===== config.mk =====
export PLATFORM = sky130hd
export DESIGN_NAME = aging_route_table_top
export DESIGN_NICKNAME = d
export VERILOG_FILES = /design/src/rtl/art_pkg.sv /design/src/rtl/aging_route_table_top.sv /design/src/rtl/art_cell.sv
export SDC_FILE = /design/constraint.sdc
export NUM_CORES = 2
export LEC_CHECK = 0
export BUFFER_PORTS_ARGS = -buffer_cell sky130_fd_sc_hd__buf_2
export CAP_MARGIN = 40
export CORE_AREA = 2 2 285 400
export CTS_CLUSTER_SIZE = 25
export DETAILED_ROUTE_END_ITERATION = 10
export DIE_AREA = 0 0 287 402
export GPL_TIMING_DRIVEN = 0
export PLACE_DENSITY = 0.71
export SLEW_MARGIN = 20
export SYNTH_ARGS = -nofsm -noshare
export SYNTH_HDL_FRONTEND = slang
export SYNTH_HIERARCHICAL = 1
export SYNTH_SLANG_ARGS = --single-unit

===== constraint.sdc =====
create_clock -name clock -period 5.7 [get_ports clock]
set_input_delay 1.14 -clock clock [delete_from_list [all_inputs] [get_ports clock]]
set_output_delay 1.14 -clock clock [all_outputs]
set_load 0.05 [all_outputs]

===== src/rtl/art_pkg.sv =====
`timescale 1ns / 1ps
// ----------------------------------------------------------------------------
// Route table package
// Shared types and codes for the aging route table and its cell chain.
// ----------------------------------------------------------------------------
package art_pkg;

   // Widths of the fixed port fields.
   localparam int ID_PORT_W = 16;
   localparam int LIFE_W    = 8;
   localparam int CMD_W     = 3;
   localparam int STATUS_W  = 2;

   // Command codes.
   localparam logic [CMD_W-1:0] CMD_INSERT = 3'd0;
   localparam logic [CMD_W-1:0] CMD_REMOVE = 3'd1;
   localparam logic [CMD_W-1:0] CMD_LOOKUP = 3'd2;
   localparam logic [CMD_W-1:0] CMD_TICK   = 3'd3;
   localparam logic [CMD_W-1:0] CMD_CLEAR  = 3'd4;

   // Status codes.
   localparam logic [STATUS_W-1:0] ST_DONE    = 2'd0;
   localparam logic [STATUS_W-1:0] ST_REFRESH = 2'd1;
   localparam logic [STATUS_W-1:0] ST_FULL    = 2'd2;
   localparam logic [STATUS_W-1:0] ST_MISS    = 2'd3;

   typedef struct packed {
      logic [CMD_W-1:0]     command;
      logic [ID_PORT_W-1:0] dest_id;
      logic [ID_PORT_W-1:0] hop_id;
   } req_type;

   typedef struct packed {
      logic [STATUS_W-1:0]  status;
      logic                 found;
      logic [ID_PORT_W-1:0] route_hop;
      logic [ID_PORT_W-1:0] oldest_hop;
      logic                 not_empty;
   } rsp_type;

   // Control broadcast from the sequencer to every cell.
   typedef struct packed {
      logic [CMD_W-1:0]  cmd;
      logic              compact;
      logic [LIFE_W-1:0] lifetime;
   } cell_ctl_type;

   // Token that walks down the chain, one cell per cycle.
   typedef struct packed {
      logic active;
      logic hit;
      logic placed;
   } tok_type;

endpackage


===== src/rtl/aging_route_table_top.sv =====
`timescale 1ns / 1ps
// ----------------------------------------------------------------------------
// Aging route table
// Insertion-ordered route table with aging, built as a chain of slot cells.
// ----------------------------------------------------------------------------
//
//   Channel   Ports                         Direction  Beat taken when
//   --------  ----------------------------  ---------  -----------------------
//   request   start, busy, req_data         in         start high, busy low
//   response  rsp_valid, rsp_data           out        rsp_valid high (1 cycle)
//   config    csr_we, csr_wdata             in         csr_we high
//
// Every request beat produces exactly one response beat. A command walks a
// token down the cell chain, one cell per cycle. Remove and tick then run a
// compaction pass in which entries slide toward slot 0 to close gaps. busy
// drops in the cycle the response is shown, so a new request can be taken
// right alongside it. The reset is synchronous and empties the table; the
// lifetime register returns to five. The receiver cannot stall the response.
// ----------------------------------------------------------------------------
module aging_route_table_top #(
   parameter int TABLE_DEPTH = 16,
   parameter int ID_WIDTH    = 16
) (
   input  logic                         clock,
   input  logic                         reset,
   input  logic                         start,
   output logic                         busy,
   input  art_pkg::req_type             req_data,
   output logic                         rsp_valid,
   output art_pkg::rsp_type             rsp_data,
   input  logic                         csr_we,
   input  logic [art_pkg::LIFE_W-1:0]   csr_wdata
);
   import art_pkg::*;

   // Ids arrive on 16-bit fields; a narrower id width keeps only its low bits.
   localparam int KeyW = (ID_WIDTH < ID_PORT_W) ? ID_WIDTH : ID_PORT_W;
   localparam int CntW = $clog2(TABLE_DEPTH);

   typedef enum logic [1:0] {
      S_IDLE,
      S_WALK,
      S_COMPACT,
      S_REPLY
   } state_type;

   state_type         state_ff;
   logic              busy_ff;
   logic              launch_ff;
   logic [CMD_W-1:0]  cmd_ff;
   logic [KeyW-1:0]   dest_ff;
   logic [KeyW-1:0]   hop_ff;
   logic [CntW-1:0]   cnt_ff;
   logic              hit_ff;
   logic              placed_ff;
   logic [KeyW-1:0]   route_ff;
   logic              rsp_valid_ff;
   rsp_type           rsp_data_ff;
   logic [LIFE_W-1:0] lifetime_ff;

   cell_ctl_type      cell_ctl;
   tok_type           tok_head;

   tok_type           tok_chain   [TABLE_DEPTH];
   logic [KeyW-1:0]   route_chain [TABLE_DEPTH];
   logic              cell_valid  [TABLE_DEPTH];
   logic [KeyW-1:0]   cell_dest   [TABLE_DEPTH];
   logic [KeyW-1:0]   cell_hop    [TABLE_DEPTH];
   logic [LIFE_W-1:0] cell_age    [TABLE_DEPTH];

   tok_type           tok_tail;
   logic [KeyW-1:0]   route_tail;

   // The lifetime register is to be written only while the table is idle, so
   // the cells can read it directly during a command; the block does not enforce it.
   always_ff @(posedge clock) begin
      if (reset) begin
         lifetime_ff <= LIFE_W'(5);
      end else if (csr_we) begin
         lifetime_ff <= csr_wdata;
      end
   end

   assign cell_ctl.cmd      = cmd_ff;
   assign cell_ctl.compact  = (state_ff == S_COMPACT);
   assign cell_ctl.lifetime = lifetime_ff;

   assign tok_head.active = launch_ff;
   assign tok_head.hit    = 1'b0;
   assign tok_head.placed = 1'b0;

   for (genvar i = 0; i < TABLE_DEPTH; i++) begin : g_cell
      tok_type           tok_prev;
      logic [KeyW-1:0]   route_prev;
      logic              left_valid;
      logic              right_valid;
      logic [KeyW-1:0]   right_dest;
      logic [KeyW-1:0]   right_hop;
      logic [LIFE_W-1:0] right_age;

      if (i == 0) begin : g_head
         // The head has no left neighbor and never hands its entry over.
         assign tok_prev   = tok_head;
         assign route_prev = '0;
         assign left_valid = 1'b1;
      end else begin : g_body
         assign tok_prev   = tok_chain[i-1];
         assign route_prev = route_chain[i-1];
         assign left_valid = cell_valid[i-1];
      end

      if (i == TABLE_DEPTH - 1) begin : g_tail
         assign right_valid = 1'b0;
         assign right_dest  = '0;
         assign right_hop   = '0;
         assign right_age   = '0;
      end else begin : g_next
         assign right_valid = cell_valid[i+1];
         assign right_dest  = cell_dest[i+1];
         assign right_hop   = cell_hop[i+1];
         assign right_age   = cell_age[i+1];
      end

      art_cell #(
         .KEY_W (KeyW)
      ) u_cell (
         .clock       (clock),
         .reset       (reset),
         .ctl         (cell_ctl),
         .key_dest    (dest_ff),
         .key_hop     (hop_ff),
         .tok_prev    (tok_prev),
         .route_prev  (route_prev),
         .tok_out     (tok_chain[i]),
         .route_out   (route_chain[i]),
         .left_valid  (left_valid),
         .right_valid (right_valid),
         .right_dest  (right_dest),
         .right_hop   (right_hop),
         .right_age   (right_age),
         .valid       (cell_valid[i]),
         .dest        (cell_dest[i]),
         .hop         (cell_hop[i]),
         .age         (cell_age[i])
      );
   end

   assign tok_tail   = tok_chain[TABLE_DEPTH-1];
   assign route_tail = route_chain[TABLE_DEPTH-1];

   // Sequencer: take a request, launch the token, collect the outcome at the
   // tail, compact after a remove or tick, then show the response. The
   // response reads slot 0 after all updates have settled.
   always_ff @(posedge clock) begin
      if (reset) begin
         state_ff     <= S_IDLE;
         busy_ff      <= 1'b0;
         launch_ff    <= 1'b0;
         cnt_ff       <= '0;
         rsp_valid_ff <= 1'b0;
      end else begin
         launch_ff    <= 1'b0;
         rsp_valid_ff <= 1'b0;
         case (state_ff)
            S_IDLE: begin
               if (start) begin
                  cmd_ff    <= req_data.command;
                  dest_ff   <= req_data.dest_id[KeyW-1:0];
                  hop_ff    <= req_data.hop_id[KeyW-1:0];
                  launch_ff <= 1'b1;
                  busy_ff   <= 1'b1;
                  state_ff  <= S_WALK;
               end
            end
            S_WALK: begin
               if (tok_tail.active) begin
                  hit_ff    <= tok_tail.hit;
                  placed_ff <= tok_tail.placed;
                  route_ff  <= route_tail;
                  cnt_ff    <= '0;
                  if (cmd_ff == CMD_REMOVE || cmd_ff == CMD_TICK) begin
                     state_ff <= S_COMPACT;
                  end else begin
                     state_ff <= S_REPLY;
                  end
               end
            end
            S_COMPACT: begin
               // Each gap moves one slot per cycle, and the pass always
               // packs the chain.
               cnt_ff <= cnt_ff + CntW'(1);
               if (cnt_ff == CntW'(TABLE_DEPTH - 1)) begin
                  state_ff <= S_REPLY;
               end
            end
            S_REPLY: begin
               rsp_valid_ff          <= 1'b1;
               rsp_data_ff.status    <= ST_DONE;
               rsp_data_ff.found     <= 1'b0;
               rsp_data_ff.route_hop <= '0;
               case (cmd_ff)
                  CMD_INSERT: begin
                     if (hit_ff) begin
                        rsp_data_ff.status <= ST_REFRESH;
                     end else if (!placed_ff) begin
                        rsp_data_ff.status <= ST_FULL;
                     end
                  end
                  CMD_REMOVE: begin
                     if (!hit_ff) begin
                        rsp_data_ff.status <= ST_MISS;
                     end
                  end
                  CMD_LOOKUP: begin
                     if (hit_ff) begin
                        rsp_data_ff.found     <= 1'b1;
                        rsp_data_ff.route_hop <= ID_PORT_W'(route_ff);
                     end else begin
                        rsp_data_ff.status <= ST_MISS;
                     end
                  end
                  default: begin
                  end
               endcase
               rsp_data_ff.oldest_hop <= cell_valid[0] ? ID_PORT_W'(cell_hop[0]) : '0;
               rsp_data_ff.not_empty  <= cell_valid[0];
               busy_ff  <= 1'b0;
               state_ff <= S_IDLE;
            end
            default: begin
               state_ff <= S_IDLE;
               busy_ff  <= 1'b0;
            end
         endcase
      end
   end

   assign busy      = busy_ff;
   assign rsp_valid = rsp_valid_ff;
   assign rsp_data  = rsp_data_ff;

endmodule


===== src/rtl/art_cell.sv =====
`timescale 1ns / 1ps
// ----------------------------------------------------------------------------
// Route table cell
// One table slot. Applies the command when the token passes and moves its
// entry toward the head while the chain is being compacted.
// ----------------------------------------------------------------------------
module art_cell #(
   parameter int KEY_W = 16
) (
   input  logic                        clock,
   input  logic                        reset,
   input  art_pkg::cell_ctl_type       ctl,
   input  logic [KEY_W-1:0]            key_dest,
   input  logic [KEY_W-1:0]            key_hop,
   input  art_pkg::tok_type            tok_prev,
   input  logic [KEY_W-1:0]            route_prev,
   output art_pkg::tok_type            tok_out,
   output logic [KEY_W-1:0]            route_out,
   input  logic                        left_valid,
   input  logic                        right_valid,
   input  logic [KEY_W-1:0]            right_dest,
   input  logic [KEY_W-1:0]            right_hop,
   input  logic [art_pkg::LIFE_W-1:0]  right_age,
   output logic                        valid,
   output logic [KEY_W-1:0]            dest,
   output logic [KEY_W-1:0]            hop,
   output logic [art_pkg::LIFE_W-1:0]  age
);
   import art_pkg::*;

   logic              valid_ff, valid_in;
   logic [KEY_W-1:0]  dest_ff, dest_in;
   logic [KEY_W-1:0]  hop_ff, hop_in;
   logic [LIFE_W-1:0] age_ff, age_in;
   tok_type           tok_ff, tok_in;
   logic [KEY_W-1:0]  route_ff, route_in;

   always_comb begin
      valid_in = valid_ff;
      dest_in  = dest_ff;
      hop_in   = hop_ff;
      age_in   = age_ff;
      tok_in   = tok_prev;
      route_in = route_prev;
      if (ctl.compact) begin
         // An empty slot pulls its right neighbor in; a full slot with an
         // empty left neighbor hands its entry over.
         if (!valid_ff) begin
            valid_in = right_valid;
            dest_in  = right_dest;
            hop_in   = right_hop;
            age_in   = right_age;
         end else if (!left_valid) begin
            valid_in = 1'b0;
         end
      end else if (tok_prev.active) begin
         case (ctl.cmd)
            CMD_INSERT: begin
               if (valid_ff && hop_ff == key_hop && !tok_prev.hit) begin
                  age_in     = ctl.lifetime;
                  tok_in.hit = 1'b1;
               end else if (!valid_ff && !tok_prev.hit && !tok_prev.placed) begin
                  valid_in      = 1'b1;
                  dest_in       = key_dest;
                  hop_in        = key_hop;
                  age_in        = ctl.lifetime;
                  tok_in.placed = 1'b1;
               end
            end
            CMD_REMOVE: begin
               if (valid_ff && hop_ff == key_hop && !tok_prev.hit) begin
                  valid_in   = 1'b0;
                  tok_in.hit = 1'b1;
               end
            end
            CMD_LOOKUP: begin
               if (valid_ff && dest_ff == key_dest && !tok_prev.hit) begin
                  tok_in.hit = 1'b1;
                  route_in   = hop_ff;
               end
            end
            CMD_TICK: begin
               if (valid_ff) begin
                  if (age_ff == '0) begin
                     valid_in = 1'b0;
                  end else begin
                     age_in = age_ff - LIFE_W'(1);
                  end
               end
            end
            CMD_CLEAR: begin
               valid_in = 1'b0;
            end
            default: begin
            end
         endcase
      end
   end

   always_ff @(posedge clock) begin
      if (reset) begin
         valid_ff <= 1'b0;
         tok_ff   <= '0;
      end else begin
         valid_ff <= valid_in;
         tok_ff   <= tok_in;
      end
   end

   always_ff @(posedge clock) begin
      dest_ff  <= dest_in;
      hop_ff   <= hop_in;
      age_ff   <= age_in;
      route_ff <= route_in;
   end

   assign tok_out   = tok_ff;
   assign route_out = route_ff;
   assign valid     = valid_ff;
   assign dest      = dest_ff;
   assign hop       = hop_ff;
   assign age       = age_ff;

endmodule


==> results.sh <==
export IMPL_status="complete, no violations"
export IMPL_numCtsBuffers=103
export IMPL_power_frac_seq_pct=45.5
export IMPL_grt_use_total_pct=20.11
export IMPL_wl_met3_um=2865
export IMPL_reg2regPathDepth=7
export IMPL_layout_cells_non_filler=6202
export IMPL_fin_util_pct=54.37
export IMPL_synth_edf_count=729
export IMPL_post_route_period_util_pct=59.43
export IMPL_min_from="g_cell[15].u_cell/route_out[13]"
export IMPL_power_density_mw_per_mm2=416.5
export IMPL_r2r_slack_ns=2.31
export IMPL_max_vdd_ir_drop_mv=0.2908
export IMPL_gp_congestion=0.8321
export IMPL_finalMaxSlewViolations=0
export IMPL_area_growth_pct=14.27
export IMPL_cap_violations=0
export IMPL_dr_wl_met2_um=64390
export IMPL_cts_tree="built"
export IMPL_layout_min_cycle_time_ns=3.387
export IMPL_hold_end="route_ff[13]"
export IMPL_swShare_pct=31.19
export IMPL_cts_root_buf="clkbuf_16"
export IMPL_drt_wl_total_um=116900
export IMPL_grt_antenna_before_repair=0
export IMPL_drtPass1Iterations=5
export IMPL_cts_resized=0
export IMPL_clock_sinks=1066
export IMPL_critPathKind="reg -> reg"
export IMPL_worstPathRequired_ns=6.05
export IMPL_clk_latency_ns=0.70
export IMPL_cts_path_max_buffers=3
export IMPL_detail_route_antenna_nets=0
export IMPL_dp_cells=6002
export IMPL_dp_hpwl_um=86560
export IMPL_n_antenna_cell=0
export IMPL_hp_class="reg -> reg"
export IMPL_maxSlewHeadroom_pct=42.05
export IMPL_drtIter0Drc=1712
export IMPL_post_cts_buffers=0
export IMPL_finClkSkew_ns=0.03694
export IMPL_gr_total_overflow=0
export IMPL_reg2reg_to="g_cell[4].u_cell/age[7]"
export IMPL_clkTransAtPathRegs_ns=0.06
export IMPL_highest_layer="met4"
export IMPL_clockPowerShare_pct=26.9
export IMPL_met1_length_um=44840
export IMPL_cp_end_kind="flop"
export IMPL_startpoint_type="flop"
export IMPL_grt_pass1_vias=34110
export IMPL_fin_nets=4718
export IMPL_ys_flop_type="edfxtp_1"
export IMPL_hold_violations=0
export IMPL_p_int_w=0.01748
export IMPL_ios=85
export IMPL_cp_max_fo=18
export IMPL_synth_area_mm2=0.05337
export IMPL_async_reset_ff_share_pct=0
export IMPL_fp_dieH_um=402
export IMPL_ys_types=55
export IMPL_vias=32330
export IMPL_postCtsHoldBufs=0
export IMPL_grt_pass1_wl_um=183500
export IMPL_ys_seq_area_share_pct=53.66
export IMPL_comb_power_share_pct=27.7
export IMPL_cts_max_level=3
export IMPL_drive_gt1_share_pct=25.67
export IMPL_fill_cells=9385
export IMPL_grt_max_degree=70
export IMPL_r2r_start="hop_ff[11]"
export IMPL_synth_avg_cell_area_um2=12.40
export IMPL_routedWlPerCell_um=18.85
export IMPL_setup_viol=0
export IMPL_p_switching_w=0.007922
export IMPL_synth_cells=4304
export IMPL_max_freq_ghz=0.2952
export IMPL_drc=0
export IMPL_rsz0062_at_grt="false"
export IMPL_rows=146
export IMPL_vias_per_cell=5.213
export IMPL_core_area_mm2=0.1122
export IMPL_tightest_slew_ns=0.8620
export IMPL_yosys_register_bits=1066
export IMPL_synth_warning_count=6
export IMPL_mostFrequentLayoutCells="edfxtp_1 (729), mux2_2 (624), xnor2_1 (340)"
export IMPL_mostFrequentLayoutCell="edfxtp_1"
export IMPL_die_area_mm2=0.1154
export IMPL_whs_path_depth=0
export IMPL_dieWidth_um=287
export IMPL_io_buffers=83
export IMPL_critPathArrivalTime_ns=3.74
export IMPL_start_util_pct=47.58
export IMPL_cellLeakagePower_nw=21.25
-- registers in the layout, indices dropped and copies added, names as in the netlist, 2 cells and up --
| register | cells |
|---|---|
| hop_ff | 16 |
| g_cell.u_cell/dest | 256 |
| state_ff | 2 |
| g_cell.u_cell/hop | 256 |
| rsp_data | 36 |
| g_cell.u_cell/age | 128 |
| dest_ff | 16 |
| g_cell.u_cell/route_out | 256 |
| route_ff | 16 |
| cnt_ff | 4 |
| g_cell.u_cell/valid | 16 |
| lifetime_ff | 8 |
| g_cell.u_cell/tok_out | 48 |
| cmd_ff | 3 |
-- cells by family (layout without fill, tap and decap cells) --
logic type / Yosys count / after routing / synth area share [%]
and+or+nand+nor: 1147 / 1147 / 11.10
DFF: 1066 / 1066 / 53.66
muxes: 809 / 809 / 18.14
xor gates and xnor gates: 595 / 595 / 9.764
AOI/OAI and AO/OA: 415 / 415 / 4.586
buffers and inverters: 233 / 589 / 1.873
adders and majority gates: 37 / 37 / 0.8674
other: 2 / 64 / 0.01407
-- cell type report --
type / instances / area (µm²) / share of cell area (%)
buffer: 167 / 752.0 / 1.233
multi-input combinational: 3067 / 24250 / 39.76
clock inverter: 43 / 474.2 / 0.7776
inverter: 66 / 247.7 / 0.4062
tap: 1480 / 1852 / 3.036
sequential: 1066 / 28640 / 46.96
clock buffer: 150 / 2928 / 4.801
timing repair buffer: 163 / 1844 / 3.024
-- stage by stage --
step | worst slack, ns | setup TNS (ns) | power [W] | hold WS (ns) | instance area, µm²
after floorplan | 1.281 | 0 | 0.01655 | 0.3855 | 53600
after global placement | -0.5385 | -104.74 | 0.01814 | 0.3898 | 55870
after detailed placement | 2.392 | 0 | 0.01868 | 0.3887 | 57480
after CTS | 2.344 | 0 | 0.02556 | 0.4072 | 60880
after global routing | 2.235 | 0 | 0.02663 | 0.4113 | 60980
final | 2.313 | 0 | 0.02540 | 0.4054 | 60980
-- synth_stat cells, drive strengths merged, types with 4 or more instances --
cell	count	share of area [%]
dfxtp	337	13
nor4	110	1.7
ha	37	0.87
a2111oi	17	0.28
a31oi	14	0.16
nor2	270	1.9
nor4b	4	0.066
nand2b	49	0.57
nor2b	55	0.64
and3	14	0.16
mux2	784	18
nand2	308	2.3
o32ai	14	0.23
buf	68	0.71
a21oi	130	1.2
edfxtp	729	41
clkbuf	99	0.70
a21boi	14	0.20
o221ai	16	0.26
or3	18	0.21
and2	47	0.55
and2b	16	0.23
xor2	255	4.2
o22ai	14	0.16
inv	66	0.46
nand3	79	0.75
a211o	16	0.26
mux2i	25	0.47
nor3	77	0.85
nand4	92	1.1
o21ai	166	1.6
xnor2	340	5.6
-- metal layers --
metal / vias to the layer above / GRT usage, %
li1: 16270 / -
met3: 229 / 2.063
met5: - / 0
met2: 539 / 39.01
met4: 0 / 8.964
met1: 15290 / 21.63
-- worst max-delay path, cell delays in order, from the launching register on --
cell and delay, ns:
edfxtp_1 0.83, buf_8 0.27, xor2_1 0.14, nor4_1 0.36
nand4_1 0.25, nor4_2 0.63, o221ai_1 0.19, nand2_1 0.34
-- power by group through the flow --
stage	registers, W	clock network [W]	logic, W
detailed placement	0.0117	0	0.00697
finish	0.0115	0.00683	0.00702
CTS	0.0116	0.00696	0.00702
global route	0.0117	0.00726	0.00762
global placement	0.0121	0	0.00608
floorplan	0.0117	0	0.00485
-- worst max path at each step --
stage               slack (ns)  cells past startpoint                  endpoint        from
CTS                       2.34                      7   g_cell[4].u_cell/age[7]   hop_ff[1]
global route              2.23                      8   g_cell[0].u_cell/age[0]  hop_ff[11]
floorplan                 1.28                      3  g_cell[0].u_cell/dest[0]   cmd_ff[2]
global placement         -0.54                      3               rsp_data[8]       reset
detailed placement        2.39                      8   g_cell[0].u_cell/age[5]  hop_ff[11]
finish                    2.31                      7   g_cell[4].u_cell/age[7]  hop_ff[11]
Note: power is estimated with default switching activity, not from simulation.
